==> src/rtl/smrf_pkg.sv <==
// ----------------------------------------------------------------------------
// smrf_pkg: shared types and constants of the sliding median range filter
// Window geometry, status codes, register indexes and the cell control word.
// ----------------------------------------------------------------------------
package smrf_pkg;

  // Window geometry; legal sizes run from 3 to 15.
  localparam int WINDOW_SIZE = 5;
  localparam int IDX_W       = $clog2(WINDOW_SIZE);
  localparam int CNT_W       = $clog2(WINDOW_SIZE + 1);
  localparam int MED_RANK    = WINDOW_SIZE / 2;

  // Field widths.
  localparam int DATA_W      = 16;
  localparam int CFG_ADDR_W  = 8;

  // Reset values of the configuration registers.
  localparam logic [DATA_W-1:0] REJECT_ABOVE_RST = DATA_W'(1000);
  localparam logic [DATA_W-1:0] VALID_LIMIT_RST  = DATA_W'(35);

  // Register indexes on the configuration port.
  localparam logic [CFG_ADDR_W-1:0] CFG_REJECT_ABOVE = CFG_ADDR_W'(0);
  localparam logic [CFG_ADDR_W-1:0] CFG_VALID_LIMIT  = CFG_ADDR_W'(1);

  typedef logic [DATA_W-1:0] data_t;
  typedef logic [IDX_W-1:0]  idx_t;
  typedef logic [CNT_W-1:0]  cnt_t;

  // Result status codes.
  typedef enum logic [2:0] {
    STAT_NONE    = 3'd0,
    STAT_REJECT  = 3'd1,
    STAT_FILLING = 3'd2,
    STAT_IN      = 3'd3,
    STAT_OUT     = 3'd4
  } status_t;

  // Sequencer states.
  typedef enum logic [1:0] {
    SEQ_IDLE,
    SEQ_RANK,
    SEQ_FINISH
  } seq_state_t;

  // Control word broadcast to every cell of the row.
  typedef struct packed {
    logic shift;  // move the window one cell along, new sample into cell 0
    logic load;   // start a ranking pass from the (shifted) window contents
    logic step;   // rotate the circulating values and count one comparison
  } cell_ctrl_t;

endpackage

==> src/rtl/smrf_in_if.sv <==
// ----------------------------------------------------------------------------
// smrf_in_if: sample input channel
// Valid/ready channel carrying one distance reading and its presence flag.
// ----------------------------------------------------------------------------
interface smrf_in_if;
  logic                 valid;
  logic                 ready;
  logic                 read_ok;
  smrf_pkg::data_t      distance_sample;

  modport source (output valid, output read_ok, output distance_sample, input ready);
  modport sink   (input valid, input read_ok, input distance_sample, output ready);
endinterface

==> src/rtl/smrf_out_if.sv <==
// ----------------------------------------------------------------------------
// smrf_out_if: result output channel
// Valid/ready channel carrying the status code and the window median.
// ----------------------------------------------------------------------------
interface smrf_out_if;
  logic                 valid;
  logic                 ready;
  logic [2:0]           status;
  smrf_pkg::data_t      median_value;

  modport source (output valid, output status, output median_value, input ready);
  modport sink   (input valid, input status, input median_value, output ready);
endinterface

==> src/rtl/smrf_cfg_if.sv <==
// ----------------------------------------------------------------------------
// smrf_cfg_if: configuration write channel
// Valid/ready channel carrying a register index and the data to write.
// ----------------------------------------------------------------------------
interface smrf_cfg_if;
  logic                                 valid;
  logic                                 ready;
  logic [smrf_pkg::CFG_ADDR_W-1:0]      addr;
  smrf_pkg::data_t                      wdata;

  modport source (output valid, output addr, output wdata, input ready);
  modport sink   (input valid, input addr, input wdata, output ready);
endinterface

==> src/rtl/sliding_median_range_filter.sv <==
// ----------------------------------------------------------------------------
// sliding_median_range_filter: running median of ultrasonic range readings
// Rejects out-of-range readings and reports the median of the last accepted
// readings together with an in-range verdict.
// ----------------------------------------------------------------------------
// Usage:
//   in_ch   beats carry read_ok and distance_sample. A beat without a reading
//           yields status 0, a reading of zero or above reject_above yields
//           status 1, and neither touches the window.
//   out_ch  beats carry status and median_value; exactly one per input beat,
//           in order. median_value is zero unless status is 3 or 4.
//   cfg_ch  writes reject_above (index 0) or valid_limit (index 1); other
//           indexes are ignored. cfg_ch is always ready; write while idle.
// Timing: beats that need no median are answered in the cycle after
//   acceptance. Once the window is full, an accepted reading runs
//   WINDOW_SIZE-1 rotation steps of the cell ring and then a select state
//   that loads the result into the output register as soon as that is free.
//   The next beat is taken only after that; one item is in flight at a time.
// Reset: rst_n (synchronous, active low) empties the window by clearing the
//   fill count, clears the output valid flag, and restores the register defaults.
// Stalls: the result waits in the output register while out_ch.ready is low;
//   in_ch.ready is low while a median is being ranked and whenever the output
//   register holds a result that out_ch does not take in the same cycle.
// ----------------------------------------------------------------------------
module sliding_median_range_filter (
  input  logic        clk,
  input  logic        rst_n,
  smrf_in_if.sink     in_ch,
  smrf_out_if.source  out_ch,
  smrf_cfg_if.sink    cfg_ch
);

  localparam int W = smrf_pkg::WINDOW_SIZE;

  // Configuration registers.
  smrf_pkg::data_t reject_above_r, reject_above_nxt;
  smrf_pkg::data_t valid_limit_r, valid_limit_nxt;

  // Sequencer and window bookkeeping.
  smrf_pkg::seq_state_t state_r, state_nxt;
  smrf_pkg::cnt_t       fill_r, fill_nxt, fill_inc;
  smrf_pkg::idx_t       step_r, step_nxt;
  smrf_pkg::cell_ctrl_t ctrl;

  // Output register.
  logic                 out_valid_r, out_valid_nxt;
  smrf_pkg::status_t    out_status_r, out_status_nxt;
  smrf_pkg::data_t      out_median_r, out_median_nxt;

  // Cell row signals.
  smrf_pkg::data_t cell_value [W];
  smrf_pkg::data_t cell_circ [W];
  smrf_pkg::idx_t  cell_circ_idx [W];
  logic            cell_is_med [W];
  smrf_pkg::data_t median;

  logic in_fire;
  logic out_free;
  logic full;
  logic reject;

  // Configuration writes; the port never stalls.
  assign cfg_ch.ready = 1'b1;

  always_comb begin
    reject_above_nxt = reject_above_r;
    valid_limit_nxt  = valid_limit_r;
    if (cfg_ch.valid) begin
      case (cfg_ch.addr)
        smrf_pkg::CFG_REJECT_ABOVE: reject_above_nxt = cfg_ch.wdata;
        smrf_pkg::CFG_VALID_LIMIT:  valid_limit_nxt  = cfg_ch.wdata;
        default: ;
      endcase
    end
  end

  always_ff @(posedge clk) begin
    if (!rst_n) begin
      reject_above_r <= smrf_pkg::REJECT_ABOVE_RST;
      valid_limit_r  <= smrf_pkg::VALID_LIMIT_RST;
    end else begin
      reject_above_r <= reject_above_nxt;
      valid_limit_r  <= valid_limit_nxt;
    end
  end

  // Ring of window cells: cell 0 takes the new sample, each cell shifts into
  // the next, and the circulating values move from cell i-1 to cell i.
  for (genvar i = 0; i < W; i++) begin : g_cell
    smrf_cell u_cell (
      .clk           (clk),
      .ctrl          (ctrl),
      .cell_idx      (smrf_pkg::idx_t'(i)),
      .shift_in      ((i == 0) ? in_ch.distance_sample : cell_value[(i + W - 1) % W]),
      .left_circ     (cell_circ[(i + W - 1) % W]),
      .left_circ_idx (cell_circ_idx[(i + W - 1) % W]),
      .value_o       (cell_value[i]),
      .circ_o        (cell_circ[i]),
      .circ_idx_o    (cell_circ_idx[i]),
      .is_median_o   (cell_is_med[i])
    );
  end

  // Exactly one cell holds the middle rank after a full pass.
  always_comb begin
    median = '0;
    for (int i = 0; i < W; i++) begin
      if (cell_is_med[i]) begin
        median = median | cell_value[i];
      end
    end
  end

  assign out_free = !out_valid_r || out_ch.ready;
  assign in_ch.ready = (state_r == smrf_pkg::SEQ_IDLE) && out_free;
  assign in_fire = in_ch.valid && in_ch.ready;
  assign full = (fill_r == smrf_pkg::cnt_t'(W));
  assign fill_inc = full ? fill_r : fill_r + smrf_pkg::cnt_t'(1);
  assign reject = (in_ch.distance_sample == '0) ||
                  (in_ch.distance_sample > reject_above_r);

  // Sequencer: next state, cell control and output register loading.
  always_comb begin
    state_nxt      = state_r;
    fill_nxt       = fill_r;
    step_nxt       = step_r;
    ctrl           = '0;
    out_valid_nxt  = out_valid_r && !out_ch.ready;
    out_status_nxt = out_status_r;
    out_median_nxt = out_median_r;
    case (state_r)
      smrf_pkg::SEQ_IDLE: begin
        if (in_fire) begin
          if (!in_ch.read_ok) begin
            out_valid_nxt  = 1'b1;
            out_status_nxt = smrf_pkg::STAT_NONE;
            out_median_nxt = '0;
          end else if (reject) begin
            out_valid_nxt  = 1'b1;
            out_status_nxt = smrf_pkg::STAT_REJECT;
            out_median_nxt = '0;
          end else begin
            ctrl.shift = 1'b1;
            fill_nxt   = fill_inc;
            if (fill_inc == smrf_pkg::cnt_t'(W)) begin
              ctrl.load = 1'b1;
              step_nxt  = '0;
              state_nxt = smrf_pkg::SEQ_RANK;
            end else begin
              out_valid_nxt  = 1'b1;
              out_status_nxt = smrf_pkg::STAT_FILLING;
              out_median_nxt = '0;
            end
          end
        end
      end
      smrf_pkg::SEQ_RANK: begin
        ctrl.step = 1'b1;
        step_nxt  = step_r + smrf_pkg::idx_t'(1);
        if (step_r == smrf_pkg::idx_t'(W - 2)) begin
          state_nxt = smrf_pkg::SEQ_FINISH;
        end
      end
      smrf_pkg::SEQ_FINISH: begin
        if (out_free) begin
          out_valid_nxt  = 1'b1;
          out_status_nxt = (median <= valid_limit_r) ? smrf_pkg::STAT_IN
                                                     : smrf_pkg::STAT_OUT;
          out_median_nxt = median;
          state_nxt      = smrf_pkg::SEQ_IDLE;
        end
      end
      default: begin
        state_nxt = smrf_pkg::SEQ_IDLE;
      end
    endcase
  end

  always_ff @(posedge clk) begin
    if (!rst_n) begin
      state_r     <= smrf_pkg::SEQ_IDLE;
      fill_r      <= '0;
      step_r      <= '0;
      out_valid_r <= 1'b0;
    end else begin
      state_r     <= state_nxt;
      fill_r      <= fill_nxt;
      step_r      <= step_nxt;
      out_valid_r <= out_valid_nxt;
    end
  end

  // Output payload needs no reset.
  always_ff @(posedge clk) begin
    out_status_r <= out_status_nxt;
    out_median_r <= out_median_nxt;
  end

  assign out_ch.valid        = out_valid_r;
  assign out_ch.status       = out_status_r;
  assign out_ch.median_value = out_median_r;

endmodule

==> src/rtl/smrf_cell.sv <==
// ----------------------------------------------------------------------------
// smrf_cell: one window cell of the median ranking ring
// Holds one window entry, passes it to the next cell on a shift, and counts
// how many entries rank below it while the values circulate around the ring.
// ----------------------------------------------------------------------------
module smrf_cell (
  input  logic                 clk,
  input  smrf_pkg::cell_ctrl_t ctrl,
  input  smrf_pkg::idx_t       cell_idx,
  input  smrf_pkg::data_t      shift_in,
  input  smrf_pkg::data_t      left_circ,
  input  smrf_pkg::idx_t       left_circ_idx,
  output smrf_pkg::data_t      value_o,
  output smrf_pkg::data_t      circ_o,
  output smrf_pkg::idx_t       circ_idx_o,
  output logic                 is_median_o
);

  smrf_pkg::data_t value_r, value_nxt;
  smrf_pkg::data_t circ_r, circ_nxt;
  smrf_pkg::idx_t  circ_idx_r, circ_idx_nxt;
  smrf_pkg::idx_t  rank_r, rank_nxt;
  logic            below;

  // A passing entry ranks below this one if it is smaller, or equal and
  // from a lower cell, so every entry gets a distinct rank.
  assign below = (left_circ < value_r) ||
                 ((left_circ == value_r) && (left_circ_idx < cell_idx));

  always_comb begin
    value_nxt    = value_r;
    circ_nxt     = circ_r;
    circ_idx_nxt = circ_idx_r;
    rank_nxt     = rank_r;
    if (ctrl.shift) begin
      value_nxt = shift_in;
    end
    if (ctrl.load) begin
      circ_nxt     = value_nxt;
      circ_idx_nxt = cell_idx;
      rank_nxt     = '0;
    end else if (ctrl.step) begin
      circ_nxt     = left_circ;
      circ_idx_nxt = left_circ_idx;
      if (below) begin
        rank_nxt = rank_r + smrf_pkg::idx_t'(1);
      end
    end
  end

  always_ff @(posedge clk) begin
    value_r    <= value_nxt;
    circ_r     <= circ_nxt;
    circ_idx_r <= circ_idx_nxt;
    rank_r     <= rank_nxt;
  end

  assign value_o     = value_r;
  assign circ_o      = circ_r;
  assign circ_idx_o  = circ_idx_r;
  assign is_median_o = (rank_r == smrf_pkg::idx_t'(smrf_pkg::MED_RANK));

endmodule
==> src/flat_wrapper.sv <==
// flat-port wrapper written by rule: the top's interface ports become plain ports
module sliding_median_range_filter_flat 
  (clk, rst_n, in_ch_valid, in_ch_read_ok, in_ch_distance_sample, in_ch_ready, out_ch_valid, out_ch_status, out_ch_median_value, out_ch_ready, cfg_ch_valid, cfg_ch_addr, cfg_ch_wdata, cfg_ch_ready);
  smrf_in_if in_ch_i ();
  smrf_out_if out_ch_i ();
  smrf_cfg_if cfg_ch_i ();
  input  logic clk;
  input  logic rst_n;
  input wire logic [$bits(in_ch_i.valid)-1:0] in_ch_valid;
  input wire logic [$bits(in_ch_i.read_ok)-1:0] in_ch_read_ok;
  input wire logic [$bits(in_ch_i.distance_sample)-1:0] in_ch_distance_sample;
  output wire logic [$bits(in_ch_i.ready)-1:0] in_ch_ready;
  output wire logic [$bits(out_ch_i.valid)-1:0] out_ch_valid;
  output wire logic [$bits(out_ch_i.status)-1:0] out_ch_status;
  output wire logic [$bits(out_ch_i.median_value)-1:0] out_ch_median_value;
  input wire logic [$bits(out_ch_i.ready)-1:0] out_ch_ready;
  input wire logic [$bits(cfg_ch_i.valid)-1:0] cfg_ch_valid;
  input wire logic [$bits(cfg_ch_i.addr)-1:0] cfg_ch_addr;
  input wire logic [$bits(cfg_ch_i.wdata)-1:0] cfg_ch_wdata;
  output wire logic [$bits(cfg_ch_i.ready)-1:0] cfg_ch_ready;
  assign in_ch_i.valid = in_ch_valid;
  assign in_ch_i.read_ok = in_ch_read_ok;
  assign in_ch_i.distance_sample = in_ch_distance_sample;
  assign in_ch_ready = in_ch_i.ready;
  assign out_ch_valid = out_ch_i.valid;
  assign out_ch_status = out_ch_i.status;
  assign out_ch_median_value = out_ch_i.median_value;
  assign out_ch_i.ready = out_ch_ready;
  assign cfg_ch_i.valid = cfg_ch_valid;
  assign cfg_ch_i.addr = cfg_ch_addr;
  assign cfg_ch_i.wdata = cfg_ch_wdata;
  assign cfg_ch_ready = cfg_ch_i.ready;
  sliding_median_range_filter u_core (.clk(clk), .rst_n(rst_n), .in_ch(in_ch_i), .out_ch(out_ch_i), .cfg_ch(cfg_ch_i));
endmodule
==> config.mk <==
export PLATFORM = sky130hd
export DESIGN_NAME = sliding_median_range_filter_flat
export DESIGN_NICKNAME = d
export VERILOG_FILES = /design/src/rtl/smrf_pkg.sv /design/src/rtl/smrf_in_if.sv /design/src/rtl/smrf_out_if.sv /design/src/rtl/smrf_cfg_if.sv /design/src/rtl/sliding_median_range_filter.sv /design/src/rtl/smrf_cell.sv /design/src/flat_wrapper.sv
export SDC_FILE = /design/constraint.sdc
export NUM_CORES = 1
export LEC_CHECK = 0
export BUFFER_PORTS_ARGS = -buffer_cell sky130_fd_sc_hd__clkbuf_2
export CAP_MARGIN = 20
export CORE_MARGIN = 3
export CORE_UTILIZATION = 55
export CTS_BUF_LIST = sky130_fd_sc_hd__clkbuf_2 sky130_fd_sc_hd__clkbuf_4 sky130_fd_sc_hd__clkbuf_8
export DETAILED_ROUTE_END_ITERATION = 8
export GPL_TIMING_DRIVEN = 0
export PLACE_DENSITY = 0.77
export SKIP_LAST_GASP = 1
export SLEW_MARGIN = 10
export SYNTH_ARGS = -nofsm -noshare
export SYNTH_HDL_FRONTEND = slang
export SYNTH_SLANG_ARGS = --single-unit
export TNS_END_PERCENT = 1
==> constraint.sdc <==
create_clock -name clk -period 6 [get_ports clk]
set_input_delay 0 -clock clk [delete_from_list [all_inputs] [get_ports clk]]
set_output_delay 0 -clock clk [all_outputs]
set_load 0.1 [all_outputs]
* Word-level counts from Yosys, hierarchy flattened *
Index checks and enable logic that the tools add are counted.
W data, S select, Z words.

cells by class
  add/subtract/negate cells = 7
  magnitude comparators = 12
  equality and inequality tests = 23
  multiplexer cells = 58
  bitwise logic cells = 5
  reduce and logical (&&, ||, !) cells = 34

operators with widths
  operator               number
  $mux W16               25
  $eq A16 B16 Y1         5
  $lt A16 B16 Y1         5
  $or A16 B16 Y16        4
  $mux W3                11
  $pmux W16 S2           1
  $add A3 B1 Y3 const B  7
  $mux W2                10
  $eq A3 B2 Y1 const B   6
  $gt A16 B16 Y1         1
  $le A16 B16 Y1         1
  $logic_not A16 Y1      1
  $reduce_and A2 Y1      7
  $pmux W3 S2            2
  $eq A8 B1 Y1 const B   1
  $logic_and A1 B1 Y1    8
  $logic_not A8 Y1       1
  $reduce_and A4 Y1      2
  $logic_or A1 B1 Y1     7
  $mux W1                7
  $eq A3 B3 Y1 const B   2
  $lt A3 B1 Y1 const B   2
  $lt A3 B2 Y1 const B   2
  $ne A2 B1 Y1 const B   3
  other kinds (13)       18

word-level totals
  register bits after elaboration = 250
  bits of input ports = 46
  output and inout port bits = 22
  word-level logic and storage cells = 167

* Depth between registers and ports, before layout *
  depth after elaboration = 14
  gate-level depth with buffers = 15
  mapped depth without buffers = 13

* Hierarchy *
From an unflattened synthesis, not the netlist that was laid out.

second synthesis, totals
  cells, all modules = 1297
  area, all modules = 13221.4 um2

by module, submodules not included
  module                       times used  cells each  area an instance (um2)
  smrf_cell                    5           181         1921.8
  sliding_median_range_filter  1           392         3612.2

* Worst setup path before layout *
OpenSTA, ideal clock, no wires.

  path kind = flip-flop to flip-flop
  from = register u_core.out_valid_r (netlist: u_core.out_ch.valid)
  to = register u_core.g_cell[0].u_cell.circ_r[0], enable pin
  library setup time = 0.441 ns
  data arrival time = 5.895 ns
  setup slack = -0.336 ns
  cell stages (with the launch flop) = 9
  buffers on the path = 2
  period minus slack after synthesis = 6.336 ns
  path through = dfxtp_1 nor2b_1 nor3_1 nand2_1 nor4_4 nand2_2 buf_4 buf_6 nand2_1

between the ends
  word-level cells in the longest chain between the ends = 7

RTL lines
  item                                 line                                source
  from (decl)                          sliding_median_range_filter.sv:46   logic out_valid_r, out_valid_nxt;
  from (signal assigned)               sliding_median_range_filter.sv:189  out_valid_r <= out_valid_nxt;
  $logic_not A1 Y1                     sliding_median_range_filter.sv:114  assign out_free = !out_valid_r || out_ch.ready;
  $logic_or A1 B1 Y1                   sliding_median_range_filter.sv:114
  $logic_and A1 B1 Y1                  sliding_median_range_filter.sv:115  assign in_ch.ready = (state_r == smrf_pkg::SEQ_IDLE) && out_free;
  net in_ch_ready                      flat_wrapper.sv:12                  output wire logic [$bits(in_ch_i.ready)-1:0] in_ch_ready;
  $logic_and A1 B1 Y1                  sliding_median_range_filter.sv:116  assign in_fire = in_ch.valid && in_ch.ready;
  $mux W2                              sliding_median_range_filter.sv:133  if (in_fire) begin
  $mux W2                              sliding_median_range_filter.sv:131  case (state_r)
  $reduce_bool A2 Y1 (no source line)  n/a
  to (signal assigned)                 smrf_cell.sv:53                     circ_r <= circ_nxt;
  to (decl)                            smrf_cell.sv:20                     smrf_pkg::data_t circ_r, circ_nxt;

The timed path passes the listed nets, and every way through them passes these cells.
A chain may end at the register's enable or synchronous reset.

* Worst setup path in the final report *
  from = register u_core.g_cell[4].u_cell.rank_r[1]
  to = register u_core.out_status_r[0] (netlist: u_core.out_ch.status[0]), data pin

between the ends
  word-level cells in the longest chain between the ends = 6

RTL lines
  item                          line                                source
  from (decl)                   smrf_cell.sv:22                     smrf_pkg::idx_t rank_r, rank_nxt;
  from (signal assigned)        smrf_cell.sv:55                     rank_r <= rank_nxt;
  $eq A3 B2 Y1                  smrf_cell.sv:61                     assign is_median_o = (rank_r == smrf_pkg::idx_t'(smrf_pkg::MED_RANK));
  $mux W16                      sliding_median_range_filter.sv:108  if (cell_is_med[i]) begin
  net u_core.median[9]          sliding_median_range_filter.sv:55   smrf_pkg::data_t median;
  $le A16 B16 Y1                sliding_median_range_filter.sv:167  out_status_nxt = (median <= valid_limit_r) ? smrf_pkg::STAT_IN
  $mux W3                       sliding_median_range_filter.sv:167
  $mux W3                       sliding_median_range_filter.sv:165  if (out_free) begin
  $pmux W3 S2                   sliding_median_range_filter.sv:131
  net u_core.out_status_nxt[0]  sliding_median_range_filter.sv:47   smrf_pkg::status_t out_status_r, out_status_nxt;
  to (signal assigned)          sliding_median_range_filter.sv:195  out_status_r <= out_status_nxt;
  to (decl)                     sliding_median_range_filter.sv:47

The timed path passes the listed nets, and every way through them passes these cells. The select of a mux whose other input is x is not followed.

==> impl_metrics.csv <==
group,metric,value,unit
outcome,status,"completed",
logic_synthesis,synth_compound_area_frac,0.122,
detailed_routing,drtAntennaViolNets,0,
min_path,hold_class,"in -> reg",
detailed_routing,vias_per_cell,6.07,
floorplanning,fp.dieArea,24900,µm²
logic_synthesis,synth_area,12700,µm²
logic_synthesis,synth_mux_area_frac,0.0960,
global_routing,grt-ovfl-total,0,
floorplanning,die_h,158,µm
logic_synthesis,yosys-top-cells-area,"dfxtp_1 24%, edfxtp_1 23%, ha_1 12%, mux2_2 5.5%, nand2_1 4.6%",
detailed_routing,dr.pass1.iters,6,
critical_path,reg2regPathDepth,14,
finish,stdcell_count,1734,
finish,fin_area,14700,µm²
min_path,whs_endpoint,"u_core.valid_limit_r[4]$_SDFFE_PN0P_",
floorplanning,ios,68,
power,internal_power,0.00321,W
detailed_routing,drt-initial-drc-count,1294,
timing,slew_violations,0,
logic_synthesis,async_flop_share,0,
placement,portBuffers,65,
logic_synthesis,yosysTopAreaCell,"dfxtp_1",
logic_synthesis,synth-adder-area-share,0.123,
cts,cts_made_buffers,41,
logic_synthesis,syn_inst,1270,
min_path,min_from,"cfg_ch_addr[2]",
finish,nNetsFinal,1592,
critical_path,startpoint_type,"flop",
critical_path,critPathKind,"reg -> reg",
run,drv_cap,0,
power,p_sw,0.00157,W
timing,min_period,4.36,ns
global_routing,grtUsageTotal,0.293,
placement,dpl_cell_area,13400,µm²
cts,cts_htree_levels,2,
power,p_sw_frac,0.328,
timing,worst_pin_slew,0.989,ns
detailed_routing,drc,0,
logic_synthesis,yosysWarnings,0,
timing,finalHoldViolations,0,
logic_synthesis,synthXorXnorAreaFrac,0.00690,
timing,finalClockSkew,0.0253,ns
cts,cts_root_buffer,"clkbuf_8",
logic_synthesis,ys_types,53,
detailed_routing,num_vias,10500,
cts,path_clk_slew,0.07,ns
timing,max_freq,229,MHz
critical_path,cp_data_required_time,6.37,ns
floorplanning,rows,54,
finish,antenna_cells,0,
detailed_routing,routed_wl,36800,µm
placement,gp_congestion,0.912,
logic_synthesis,synth_fp_nets,1441,
floorplanning,start_util,0.571,
global_routing,first_global_vias,10300,
timing,relSlewSlack,0.335,
cts,clock_latency,0.56,ns
global_routing,grt_pass1_wl,56200,µm
critical_path,rr_endpoint,"u_core.out_ch.status[0]$_DFFE_PP_",
power,irDropWorstVdd,0.194,mV
logic_synthesis,synth_top_flop_cell,"dfxtp_1",
power,combPwrFrac,0.219,
logic_synthesis,synth_top_area_share,0.238,
timing,min_period_over_period,0.726,
critical_path,cp_max_fo,10,
logic_synthesis,synth-edff-count,99,
logic_synthesis,yosys.area_share.simple,0.122,
power,cellLeakagePower,6.19,nW
logic_synthesis,ys_seq_elements,250,
logic_synthesis,seq_area_frac_synth,0.473,
cts,cts_setup_buffers,0,
critical_path,r2r_setup_slack,1.64,ns
finish,syn2layout_area_growth,16.0,%
detailed_routing,wl_per_cell,21.2,µm
timing,finalSetupViolCount,0,
cts,numClockSinks,250,
min_path,hold_path_depth,5,
finish,drive_gt1_frac,0.160,
power,power_density,325,nW/µm²
logic_synthesis,syn_area_per_cell,9.99,µm²
logic_synthesis,synth_top_family_by_area,"adder cells",
power,power_frac_seq,0.452,
power,clkPwrFrac,0.329,
placement,dp_cells,1617,
critical_path,worstPathArrival,4.73,ns
critical_path,r2r-start,"u_core.g_cell[4].u_cell.rank_r[1]$_SDFFE_PP0P_",
global_routing,grt_max_degree,60,
global_routing,antenna_found_initial,0,
floorplanning,die_w,158,µm
finish,final_util,0.662,
placement,dp_hpwl,26800,µm
floorplanning,fp.coreArea,22200,µm²
timing,rsz0062_at_grt,"false",
cts,cts_tree,"done",
cts,cts_buffer_depth,3,
critical_path,end_kind,"flop",
[per-stage QoR]
| step | total power [W] | setup WS (ns) | hold WS, ns | TNS (ns) |
|---|---|---|---|---|
| after floorplan | 0.00281 | 0.661 | 0.109 | 0 |
| after global routing | 0.00500 | 1.36 | 0.205 | 0 |
| after CTS | 0.00475 | 1.73 | 0.156 | 0 |
| after detailed placement | 0.00317 | 1.76 | 0.247 | 0 |
| final | 0.00478 | 1.64 | 0.195 | 0 |
| after global placement | 0.00312 | -0.0293 | 0.246 | -1.66 |
[layout make-up]
cell class | instances | area (µm²)
multi-input combinational | 842 | 5990
timing repair buffer | 108 | 791
sequential | 250 | 6000
fill | 1671 | 7520
buffer | 56 | 260
clock buffer | 67 | 810
clock inverter | 9 | 52.6
inverter | 122 | 458
tap | 280 | 350
[worst max-delay path: stages, from the launching register on]
cell and delay [ns]:
dfxtp_1 0.38, ha_1 0.16, nor2b_1 0.12, clkbuf_1 0.55, clkbuf_1 0.49, a22oi_1 0.18, nand3_1 0.20, ha_1 0.27
a21oi_1 0.15, nor2_1 0.07, a2111oi_0 0.42, nor2_1 0.14, a2111oi_0 0.52, a21boi_0 0.28, a311oi_1 0.25
[kinds of logic (layout without fill, tap and decap cells)]
logic type                 count (synthesis)  count (layout)
muxes                                    111             111
other                                      1               1
and+or+nand+nor                          336             336
xor gates and xnor gates                  10              10
adders and majority gates                125             125
buffers and inverters                    178             362
AOI/OAI and AO/OA                        259             259
DFF                                      250             250
[cell usage in the layout, fill, tap and decap left out, types with 23 or more instances in the layout]
master,count
a21oi_1,54
a22oi_1,35
clkbuf_1,34
clkbuf_2,65
clkbuf_8,49
dfxtp_1,151
dlygate4sd3_1,41
edfxtp_1,99
ha_1,125
inv_1,122
mux2_1,23
mux2_2,62
mux2i_1,26
nand2_1,154
nand3_1,38
nor2_1,61
o21ai_0,100
[cells in the mapped netlist (all sizes together) (4+ instances only)]
cell      n
a211oi    7
a21o     10
a21oi    55
a221oi    4
a22oi    35
a31oi    20
and2      4
buf      22
clkbuf   34
dfxtp   151
edfxtp   99
ha      125
inv     122
mux2     85
mux2i    26
nand2   156
nand2b    5
nand3    38
nand4    20
nor2     62
nor2b    14
nor3      7
nor4     13
o211ai   15
o21ai   100
or3       6
xnor2     7
[what timing repair did]
item / in CTS / in global routing
gates resized for setup: 0 / 0
hold buffers: 41 / 0
hold endpoints to repair: 71 / 0
[state kept, by name (all words and copies together), names as in the netlist]
name / flops
u_core.fill_r: 3
u_core.g_cell.u_cell.circ_idx_o: 15
u_core.g_cell.u_cell.circ_o: 80
u_core.g_cell.u_cell.rank_r: 15
u_core.g_cell.u_cell.value_o: 80
u_core.out_ch.median_value: 16
u_core.out_ch.status: 3
u_core.out_ch.valid: 1
u_core.reject_above_r: 16
u_core.state_r: 2
u_core.step_r: 3
u_core.valid_limit_r: 16
[layer usage]
layer,wire length [µm],up-vias,GRT usage
li1,-,4831,-
met1,15000,5005,0.392
met2,17100,590,0.476
met3,3090,101,0.0484
met4,1550,0,0.120
met5,0,-,0
[power groups by stage]
stage | Clock, W | Combinational, W | Sequential (W)
2_1_floorplan | 0 | 0.000652 | 0.00216
3_3_place_gp | 0 | 0.000933 | 0.00218
3_5_place_dp | 0 | 0.000982 | 0.00219
4_1_cts | 0.00158 | 0.00101 | 0.00215
5_1_grt | 0.00166 | 0.00116 | 0.00218
6_report | 0.00157 | 0.00105 | 0.00216
[worst max-delay path by stage]
stage          slack (ns)  depth (start not counted)                                           end                                      startpoint
2_1_floorplan        0.66                          8   u_core.g_cell[0].u_cell.circ_o[0]$_DFFE_PP_                  u_core.out_ch.valid$_SDFF_PN0_
3_3_place_gp        -0.03                         11  u_core.g_cell[2].u_cell.circ_o[10]$_DFFE_PP_          u_core.reject_above_r[10]$_SDFFE_PN0P_
3_5_place_dp         1.76                         15             u_core.out_ch.status[0]$_DFFE_PP_  u_core.g_cell[2].u_cell.rank_r[0]$_SDFFE_PP0P_
4_1_cts              1.73                         15             u_core.out_ch.status[0]$_DFFE_PP_  u_core.g_cell[2].u_cell.rank_r[0]$_SDFFE_PP0P_
5_1_grt              1.36                         15             u_core.out_ch.status[0]$_DFFE_PP_  u_core.g_cell[2].u_cell.rank_r[0]$_SDFFE_PP0P_
6_report             1.64                         14             u_core.out_ch.status[0]$_DFFE_PP_  u_core.g_cell[4].u_cell.rank_r[1]$_SDFFE_PP0P_
Note: power is estimated with default switching activity, not from simulation.
